$ cat config.mk
export PLATFORM = sky130hd
export DESIGN_NAME = rmq_sqrt
export DESIGN_NICKNAME = d
export VERILOG_FILES = /design/src/design/rmq_pkg.sv /design/src/design/rmq_sqrt.sv
export SDC_FILE = /design/constraint.sdc
export NUM_CORES = 1
export LEC_CHECK = 0
export BUFFER_PORTS_ARGS = -buffer_cell sky130_fd_sc_hd__buf_4
export CAP_MARGIN = 10
export CORE_MARGIN = 1
export CORE_UTILIZATION = 50
export DETAILED_ROUTE_END_ITERATION = 10
export GPL_ROUTABILITY_DRIVEN = 0
export HOLD_SLACK_MARGIN = 0.02
export PLACE_DENSITY_LB_ADDON = 0.15
export SYNTH_ARGS = -nofsm -noshare
export SYNTH_HDL_FRONTEND = slang
export SYNTH_SLANG_ARGS = --single-unit
export TNS_END_PERCENT = 20
$ cat constraint.sdc
create_clock -name i_clk -period 3.8 [get_ports i_clk]
set_input_delay 0.57 -clock i_clk [delete_from_list [all_inputs] [get_ports i_clk]]
set_output_delay 0.57 -clock i_clk [all_outputs]
set_load 0.01 [all_outputs]
$ cat src/design/rmq_pkg.sv
package rmq_pkg;

    localparam int FRAC_BITS = 14;
    localparam int IN_W      = 16;
    localparam int OUT_W     = 16;
    localparam int N_IN      = 9;
    localparam int N_Q       = 4;

    // positive radicand, its scaled form and the root
    localparam int R_W    = (FRAC_BITS + 2 > 17) ? FRAC_BITS + 2 : 17;
    localparam int SUM_W  = R_W + 2;
    localparam int RAD_W  = R_W + FRAC_BITS;
    localparam int ROOT_W = (RAD_W + 1) / 2;
    localparam int S_W    = ROOT_W + 1;

    // numerator magnitude, scaled dividend and quotient (divisor >= 2^(F/2+1))
    localparam int N_W    = 17;
    localparam int DIV_W  = N_W + FRAC_BITS;
    localparam int QUO_W  = DIV_W - (FRAC_BITS / 2 + 1);

    typedef logic [1:0] t_case;
    localparam t_case CASE_TRACE = 2'd0;
    localparam t_case CASE_X     = 2'd1;
    localparam t_case CASE_Y     = 2'd2;
    localparam t_case CASE_Z     = 2'd3;

    typedef logic [1:0] t_lane;
    localparam t_lane LANE_X = 2'd0;
    localparam t_lane LANE_Y = 2'd1;
    localparam t_lane LANE_Z = 2'd2;
    localparam t_lane LANE_W = 2'd3;

    typedef struct packed {
        logic                      vld;
        t_case                     sel;
        logic                      degen;
        logic [N_Q-1:0]            neg;
        logic [N_Q-1:0][N_W-1:0]   mag;
        logic [ROOT_W-1:0]         root;
    } t_sb;

    // lane that takes its value straight from the root
    function automatic t_lane root_lane(input t_case sel);
        t_lane l;
        case (sel)
            CASE_TRACE: l = LANE_W;
            CASE_X:     l = LANE_X;
            CASE_Y:     l = LANE_Y;
            CASE_Z:     l = LANE_Z;
            default:    l = LANE_W;
        endcase
        return l;
    endfunction

endpackage

$ cat src/design/rmq_sqrt.sv
module rmq_sqrt (
    input  logic                           i_clk,
    input  logic                           i_ce,
    input  logic [rmq_pkg::RAD_W-1:0]      i_rad,
    output logic [rmq_pkg::ROOT_W-1:0]     o_root
);

    localparam int RW = rmq_pkg::RAD_W;
    localparam int QW = rmq_pkg::ROOT_W;

    logic [RW-1:0] r_rem  [QW];
    logic [QW-1:0] r_root [QW];

    for (genvar j = 0; j < QW; j++) begin : g_stage
        localparam int K = QW - 1 - j;
        logic [RW-1:0] w_rem;
        logic [QW-1:0] w_root;
        logic [RW:0]   w_trial;

        if (j == 0) begin : g_first
            assign w_rem  = i_rad;
            assign w_root = '0;
        end else begin : g_next
            assign w_rem  = r_rem[j-1];
            assign w_root = r_root[j-1];
        end

        // (root + 2^K)^2 - root^2
        assign w_trial = ((RW+1)'(w_root) << (K + 1)) + ((RW+1)'(1) << (2 * K));

        always_ff @(posedge i_clk) begin
            if (i_ce) begin
                if ({1'b0, w_rem} >= w_trial) begin
                    r_rem[j]  <= w_rem - w_trial[RW-1:0];
                    r_root[j] <= w_root | (QW'(1) << K);
                end else begin
                    r_rem[j]  <= w_rem;
                    r_root[j] <= w_root;
                end
            end
        end
    end

    assign o_root = r_root[QW-1];

endmodule

==> flow_metrics.tcl, run 1 <==
set metrics [dict create \
    setup_viol 0 \
    dr.max_layer_used "met4" \
    antenna_found_initial 0 \
    diodes 0 \
    drive_gt1_share_pct 8.55 \
    drtPass1Iterations 5 \
    startpoint_type "flip-flop" \
    async_flop_share_pct 0 \
    grt_max_degree 169 \
    num_io_pins 49 \
    avgViaCountPerCell 5.43 \
    wirelength_um 53900 \
    r2r_end "r_rem[1][148]$_DFFE_PP_" \
    grt_pass1_vias 16800 \
    grt_overflow 0 \
    holdPathStages 1 \
    wl_met1_um 21800 \
    r2r_start "r_root[1][52]$_SDFFCE_PN1P_" \
    slowest_stage "a211oi_1" \
    grt_use_total_pct 19.4 \
    cts_tree "yes" \
    start_util_pct 50.8 \
    cp-end-kind "flip-flop" \
    power_w 0.0174 \
    critPathMaxFanout 5 \
    min_to "r_rem[0][12]$_DFFE_PP_" \
    clock_skew_ps 51.0 \
    cp.buffers_inverters 1 \
    tightest_slew_ps 1040 \
    nets 2432 \
    syn_inst 2170 \
    path_cells "inv_1 -> ha_1 -> nor2b_1 -> o31ai_1 -> a21oi_1 -> o21ai_1 -> o221ai_1 -> a211oi_1 -> nor2b_1 -> xor2_1" \
    finalCriticalPeriod_ps 3410 \
    worst_ep_required_time_ps 4230 \
    hpwl_um 39600 \
    synth.area.top_cells "edfxtp_1 64%, ha_1 6.6%, xor2_1 2.8%" \
    cts_inserted_buffers 61 \
    ys_seq_area_share_pct 64.2 \
    clockBufferDepth 3 \
    clock_latency_ps 650 \
    r2r_slack_ps 390 \
    critPathMaxStageDelay_ps 640 \
    avgSynthCellArea_um2 13.0 \
    min_path_type "primary input to flip-flop" \
    setup_ws_ps 389 \
    status "finished, final reports clean" \
    path_clk_slew_ps 60 \
    maxCapViolCount 0 \
    tns_ps 0 \
    wl_met2_um 28100 \
    post-synth-top-count-cell "edfxtp_1" \
    maxSlewHeadroom_pct 30.4 \
    r2r_cells 10 \
    die_h_um 239 \
    slew_viol_final 0 \
    dieArea_mm2 0.0572 \
    grt_setup_unrepaired "no" \
    dr_total_vias 16600 \
    yosys-top-cells-count "601 x edfxtp_1, 186 x inv_1, 175 x nand2_1" \
    wl_per_cell_um 17.7 \
    post_cts_buffers 0 \
    cts_root_buf "clkbuf_16" \
    die_w_um 239 \
    ir_drop_mv 0.386 \
    timing_worst_setup_path_type "flip-flop to flip-flop" \
    cts_resized 0 \
    pwr_density_cell_mw_per_mm2 553 \
    path_common_cell "nor2b_1" \
    port_buffers 48 \
    synth_warnings 0 \
    core-area_mm2 0.0553 \
    holdCritStartpoint "i_rad[12]" \
    dr_wl_met3_um 1670 \
    syn_nets 2352 \
    ys_ff_latch 601 \
    syn_to_final_growth_pct 11.7 \
    clock_sinks 601 \
    synth-edff-count 601 \
    cts_hold_buf 0 \
    ys.flop_type "edfxtp_1" \
    syn_area_mm2 0.0281 \
    synth.largest_area_cell "edfxtp_1" \
    fmax_mhz 293 \
    grt_first_pass_wirelength_um 86600 \
    critPathTopFamily "compound AO/OA/AOI/OAI gates" \
    pre_cts_ws_ps 187 \
    synth_cell_types 79 \
    hold_viol 0 \
    leakage_nw 11.8 \
    std_cell_rows 86 \
    dr.first_iter.drc_count 1120 \
    ant_nets 0 \
    drc 0 \
    yosysTopAreaCellShare_pct 64.2 \
    fin_crit_sh_pct 89.8 \
    crit_arrival_ps 3840 \
    htree_levels 2 \
]
worst max-delay path by stage:
| stage | cells after the start | startpoint | slack (ps) | endpoint |
|---|---|---|---|---|
| 2_1_floorplan | 8 | r_rem[1][18]$_DFFE_PP_ | 920 | r_rem[1][46]$_DFFE_PP_ |
| 3_3_place_gp | 9 | r_rem[1][73]$_DFFE_PP_ | 170 | r_rem[1][119]$_DFFE_PP_ |
| 3_5_place_dp | 9 | r_rem[1][73]$_DFFE_PP_ | 190 | r_rem[1][119]$_DFFE_PP_ |
| 4_1_cts | 9 | r_rem[1][73]$_DFFE_PP_ | 150 | r_rem[1][119]$_DFFE_PP_ |
| 5_1_grt | 10 | r_root[1][52]$_SDFFCE_PN1P_ | 240 | r_rem[1][148]$_DFFE_PP_ |
| 6_report | 10 | r_root[1][52]$_SDFFCE_PN1P_ | 390 | r_rem[1][148]$_DFFE_PP_ |
worst reg2reg max path, stage by stage (launching register included):
cell,delay (ps)
edfxtp_1,440
inv_1,90
ha_1,260
nor2b_1,170
o31ai_1,330
a21oi_1,200
o21ai_1,370
o221ai_1,270
a211oi_1,640
nor2b_1,240
xor2_1,200
per-layer routing:
metal	GRT usage, %	up-vias
met5	0	-
met4	8.92	0
met3	2.71	126
met2	35.7	270
met1	22.1	7964
li1	-	8219
cells in the final DEF, fill, tap and decap left out, drive strengths merged, types with 11 or more instances in the layout:
cell	instances
clkinv	31
nand2	175
clkbuf	71
o21a	35
ha	148
xnor2	82
a21oi	81
or3	21
or4	11
buf	67
nor4	67
inv	188
nor2b	17
nand2b	33
a31oi	13
nor4b	17
nor2	106
mux2	13
edfxtp	601
nand3	28
nor3	69
a21o	26
o31ai	19
xor2	91
a211oi	17
o21ai	133
nand4	29
sequential cells by signal, summed over array words and instances, names as in the netlist:
signal and count:
r_rem 465, r_root 136
cell families after synthesis:
| logic type | Yosys count | share of synthesized area, % |
|---|---|---|
| and+or+nand+nor | 617 | 11.5 |
| adders and majority gates | 149 | 6.66 |
| AOI/OAI and AO/OA | 372 | 8.19 |
| buffers and inverters | 236 | 3.25 |
| DFF | 601 | 64.2 |
| xor gates and xnor gates | 173 | 5.39 |
| muxes | 22 | 0.841 |
report_power, final:
| group | total, W | switching [W] | internal, W | leakage (nW) |
|---|---|---|---|---|
| combinational | 0.00254 | 0.00145 | 0.00109 | 5.05 |
| sequential | 0.00882 | 0.000550 | 0.00827 | 5.75 |
| clock | 0.00601 | 0.00254 | 0.00347 | 0.980 |
area by class of cell:
class,instances,area (µm²)
clock buffer,71,1590
clock inverter,45,440
fill,4521,23900
inverter,186,698
multi-input combinational,1333,9160
sequential,601,18000
tap,748,936
timing repair buffer,67,539
metrics by stage:
step | hold slack [ps] | area, µm² | utilization [%] | instances
floorplan | 417 | 28100 | - | 2170
global placement | 427 | 29400 | 53.1 | 2934
detailed placement | 432 | 29400 | 53.1 | 2934
CTS | 69.0 | 31400 | 56.8 | 3050
global route | 84.8 | 31400 | 56.8 | 3051
finish | 109 | 31400 | 56.8 | 3051
Note: power is estimated with default switching activity, not from simulation.
==> inputs of run 2 (changes only) <==
--- a/config.mk
+++ b/config.mk
@@ -8,7 +8,7 @@
 export BUFFER_PORTS_ARGS = -buffer_cell sky130_fd_sc_hd__buf_4
 export CAP_MARGIN = 10
 export CORE_MARGIN = 1
-export CORE_UTILIZATION = 50
+export CORE_UTILIZATION = 40
 export DETAILED_ROUTE_END_ITERATION = 10
 export GPL_ROUTABILITY_DRIVEN = 0
 export HOLD_SLACK_MARGIN = 0.02
==> flow_metrics.tcl, run 2 (synthesis gave the netlist of run 1 again) <==
set metrics [dict create \
    crit_arrival_ps 3790 \
    path_clk_slew_ps 60 \
    fmax_mhz 290 \
    startpoint_type "flip-flop" \
    power.share.clock_pct 37.0 \
    largest_register "r_rem" \
    critPathMaxFanout 14 \
    cts_root_buf "clkbuf_16" \
    power.internal_w 0.0134 \
    fillCellCount 6132 \
    diodes 0 \
    fin_crit_sh_pct 90.8 \
    grt_first_pass_wirelength_um 89700 \
    clock_sinks 601 \
    holdCritStartpoint "i_rad[24]" \
    slew_viol_final 0 \
    syn_to_final_growth_pct 13.5 \
    wirelength_um 57400 \
    r2r_cells 8 \
    seqPwrFrac_pct 48.9 \
    dr_total_vias 16600 \
    top_regs "r_rem (465), r_root (136)" \
    switchingPower_w 0.00470 \
    maxCapViolCount 0 \
    ant_nets 0 \
    port_buffers 48 \
    clock_latency_ps 600 \
    setup_viol 0 \
    min_to "r_rem[0][24]$_DFFE_PP_" \
    die_h_um 267 \
    pre_cts_ws_ps 481 \
    drive_gt1_share_pct 8.85 \
    r2r_end "r_rem[1][206]$_DFFE_PP_" \
    ir_drop_mv 0.388 \
    post_cts_buffers 0 \
    avgViaCountPerCell 5.13 \
    largest_reg_flops 465 \
    grt_setup_unrepaired "no" \
    min_path_type "primary input to flip-flop" \
    start_util_pct 40.7 \
    timing_worst_setup_path_type "flip-flop to flip-flop" \
    r2r_slack_ps 350 \
    dieArea_mm2 0.0713 \
    cts_resized 0 \
    grt_pass1_vias 16600 \
    hpwl_um 41700 \
    grt_overflow 0 \
    antenna_found_initial 0 \
    leakage_nw 11.9 \
    layout_commonest_cell "edfxtp_1" \
    num_io_pins 49 \
    die_w_um 267 \
    cts_inserted_buffers 68 \
    r2r_start "r_rem[1][169]$_DFFE_PP_" \
    holdPathStages 1 \
    final_cell_mix "601 x edfxtp_1, 186 x inv_1, 175 x nand2_1" \
    clock_skew_ps 36.2 \
    grt_use_total_pct 16.3 \
    wl_per_cell_um 17.7 \
    setup_ws_ps 349 \
    final_cells 3237 \
    swShare_pct 25.9 \
    nets 2436 \
    pwr_density_cell_mw_per_mm2 568 \
    tightest_slew_ps 1070 \
    tns_ps 0 \
    drtPass1Iterations 5 \
    htree_levels 3 \
    dr.first_iter.drc_count 1062 \
    place_inst 3115 \
    cts_tree "yes" \
    drc 0 \
    core-area_mm2 0.0691 \
    hold_viol 0 \
    worst_ep_required_time_ps 4140 \
    cp-end-kind "flip-flop" \
    clockBufferDepth 3 \
    grt_max_degree 169 \
    power_w 0.0181 \
    std_cell_rows 96 \
    cts_hold_buf 0 \
    finalCriticalPeriod_ps 3450 \
    maxSlewHeadroom_pct 28.5 \
    comb_power_share_pct 14.1 \
    status "finished, final reports clean" \
]
==> run 2: how the worst max path moves through the flow <==
stage | startpoint | end | cells after the start
after CTS | r_rem[1][169]$_DFFE_PP_ | r_rem[1][206]$_DFFE_PP_ | 8
final | r_rem[1][169]$_DFFE_PP_ | r_rem[1][206]$_DFFE_PP_ | 8
after global placement | r_rem[1][169]$_DFFE_PP_ | r_rem[1][206]$_DFFE_PP_ | 8
after detailed placement | r_rem[1][169]$_DFFE_PP_ | r_rem[1][206]$_DFFE_PP_ | 8
after global routing | r_rem[1][169]$_DFFE_PP_ | r_rem[1][206]$_DFFE_PP_ | 8
after floorplan | r_rem[1][18]$_DFFE_PP_ | r_rem[1][46]$_DFFE_PP_ | 8
==> run 2: routing by layer <==
| metal | vias up | track usage (%) | wire, µm |
|---|---|---|---|
| li1 | 8210 | - | - |
| met1 | 7957 | 19.1 | 23800 |
| met2 | 331 | 28.9 | 29200 |
| met3 | 117 | 2.97 | 2240 |
| met4 | 0 | 6.97 | 2160 |
| met5 | - | 0 | 0 |
==> run 2: area by class of cell <==
class	count	area, µm²	share of cell area (%)
flip-flops and latches	601	18000	56.6
multi-input cells	1333	9160	28.7
clock buffers	80	1770	5.54
well taps	931	1160	3.65
inverters	186	698	2.19
clock inverters	42	536	1.68
repair buffers	64	526	1.65
==> run 2: power groups by stage <==
stage | registers, W | clock network, W | logic (W)
after detailed placement | 0.00900 | 0 | 0.00255
after global placement | 0.00899 | 0 | 0.00250
after floorplan | 0.00872 | 0 | 0.00200
final | 0.00885 | 0.00671 | 0.00255
after global routing | 0.00893 | 0.00713 | 0.00287
after CTS | 0.00886 | 0.00690 | 0.00257
==> run 2: per-stage QoR <==
step	area (µm²)	hold WS (ps)	util, %
after detailed placement	29600	432	42.8
final	31900	140	46.2
after global routing	31900	106	46.2
after global placement	29600	424	42.8
after CTS	31900	102	46.2
after floorplan	28100	417	-
==> run 2: worst max-delay path, stage by stage (launching register included) <==
cell and delay [ps]:
edfxtp_1 440, ha_1 440, nand4_1 300, or3_1 560
o2111a_1 360, nand4_2 380, nand2_1 180, nor4b_1 420
xor2_1 110
==> inputs of run 3 (changes only) <==
==> constraint.sdc (replaced) <==
create_clock -name i_clk -period 2.9 [get_ports i_clk]
set_input_delay 0.435 -clock i_clk [delete_from_list [all_inputs] [get_ports i_clk]]
set_output_delay 0.435 -clock i_clk [all_outputs]
set_load 0.01 [all_outputs]
==> flow_metrics.tcl, run 3 (synthesis gave the netlist of run 1 again) <==
set metrics [dict create \
    status "finished with violations" \
    violations "setup timing" \
    syn_to_final_growth_pct 19.5 \
    drc 0 \
    die_w_um 267 \
    power_w 0.0238 \
    leakage_nw 12.7 \
    path_clk_slew_ps 60 \
    final_cell_mix "601 x edfxtp_1, 186 x buf_4, 183 x inv_1" \
    clockBufferDepth 3 \
    start_util_pct 40.7 \
    crit_arrival_ps 3350 \
    critPathMaxStageDelay_ps 500 \
    fmax_mhz 330 \
    maxCapViolCount 0 \
    regArea_mm2 0.0180 \
    cp-end-kind "flip-flop" \
    std_cell_rows 96 \
    r2r_slack_ps -130 \
    core-area_mm2 0.0691 \
    r2r_cells 9 \
    setup_viol 4 \
    setup_ws_ps -128 \
    wl_per_cell_um 17.3 \
    worst_ep_required_time_ps 3220 \
    cts_tree "yes" \
    largest_reg_flops 465 \
    slowest_stage "or4b_4" \
    layout_commonest_cell "edfxtp_1" \
    ant_nets 0 \
    path_cells "ha_1 -> nand4_1 -> o21ba_4 -> or4b_4 -> a31o_4 -> o311a_4 -> nor4_4 -> nand3_1 -> xnor2_1" \
    clock_latency_ps 610 \
    finalCriticalPeriod_ps 3030 \
    htree_levels 3 \
    cts_inserted_buffers 69 \
    cts_root_buf "clkbuf_16" \
    slew_viol_final 0 \
    hpwl_um 42700 \
    grt_pass1_vias 17700 \
    pre_cts_ws_ps -193 \
    wirelength_um 58700 \
    antenna_found_initial 1 \
    fin_crit_sh_pct 104 \
    clock_sinks 601 \
    grt_overflow 0 \
    largest_register "r_rem" \
    critPathMaxFanout 5 \
    fillCellCount 6003 \
    min_path_type "primary input to flip-flop" \
    r2r_end "r_rem[1][153]$_DFFE_PP_" \
    r2r_start "r_rem[1][102]$_DFFE_PP_" \
    startpoint_type "flip-flop" \
    maxSlewHeadroom_pct 41.0 \
    drive_gt1_share_pct 15.7 \
    tightest_slew_ps 885 \
    timing_worst_setup_path_type "flip-flop to flip-flop" \
    holdCritStartpoint "i_rad[30]" \
    grt_use_total_pct 16.8 \
    holdPathStages 2 \
    diodes 0 \
    top_regs "r_rem (465), r_root (136)" \
    avgViaCountPerCell 5.09 \
    dr.first_iter.drc_count 1090 \
    port_buffers 48 \
    min_to "r_root[0][15]$_DFFE_PP_" \
    ir_drop_mv 0.453 \
    grt_setup_unrepaired "yes" \
    grt_max_degree 154 \
    final_util_pct 48.7 \
    die_h_um 267 \
    dieArea_mm2 0.0713 \
    dr_total_vias 17300 \
    multiInputGateArea_mm2 0.00958 \
    num_io_pins 49 \
    clock_skew_ps 41.4 \
    hold_viol 0 \
    grt_first_pass_wirelength_um 94000 \
    nets 2600 \
    pwr_density_cell_mw_per_mm2 709 \
    drtPass1Iterations 6 \
]
run 3: routing by layer:
metal	part of all wire [%]	vias to the layer above	global-route usage [%]
met4	3.3	0	6.03
met5	0	-	0
met3	3.1	120	2.60
li1	-	8570	-
met2	52	247	30.9
met1	41	8390	19.8
run 3: what timing repair did:
item	4_1_cts	5_1_grt
hold buffers	30	0
resized for setup	32	46
hold endpoints to repair	30	0
buffers inserted	5	1
pin swaps	9	10
setup endpoints to repair	44	61
run 3: final cells by class:
type / count / share of cell area (%)
Multi-Input combinational cell: 1333 / 28.5
Tap cell: 931 / 3.47
Clock inverter: 43 / 1.22
Clock buffer: 82 / 5.41
Inverter: 186 / 2.08
Sequential cell: 601 / 53.7
Timing Repair Buffer: 227 / 5.61
run 3: worst max path at each step:
stage	start	end	cells after the start
2_1_floorplan	r_rem[1][18]$_DFFE_PP_	r_rem[1][46]$_DFFE_PP_	8
3_3_place_gp	r_rem[1][71]$_DFFE_PP_	r_rem[1][120]$_DFFE_PP_	11
3_5_place_dp	r_rem[1][131]$_DFFE_PP_	r_rem[1][183]$_DFFE_PP_	9
4_1_cts	r_rem[1][101]$_DFFE_PP_	r_rem[1][153]$_DFFE_PP_	9
5_1_grt	r_rem[1][102]$_DFFE_PP_	r_rem[1][149]$_DFFE_PP_	9
6_report	r_rem[1][102]$_DFFE_PP_	r_rem[1][153]$_DFFE_PP_	9
run 3: power by group:
part	switching, W	internal [W]
combinational	0.00210	0.00174
clock	0.00348	0.00497
sequential	0.000702	0.0108
total	0.00628	0.0176
run 3: critical path: cells and delay by family, from the launching register on:
family / cells / cell delay, ps
fa+ha+maj: 1 / 340
flops: 1 / 400
xor+xnor: 1 / 150
compound gates: 3 / 750
simple gates: 4 / 1110
run 3: stage by stage:
step / TNS [ps] / cells / hold WS, ps / cell area [µm²]
4_1_cts: -461 / 3402 / 64.0 / 33300
2_1_floorplan: 0 / 2170 / 417 / 28100
6_report: -467 / 3403 / 100 / 33600
3_3_place_gp: -1810 / 3242 / 430 / 30600
3_5_place_dp: -2680 / 3242 / 425 / 30600
5_1_grt: -1140 / 3403 / 77.8 / 33600
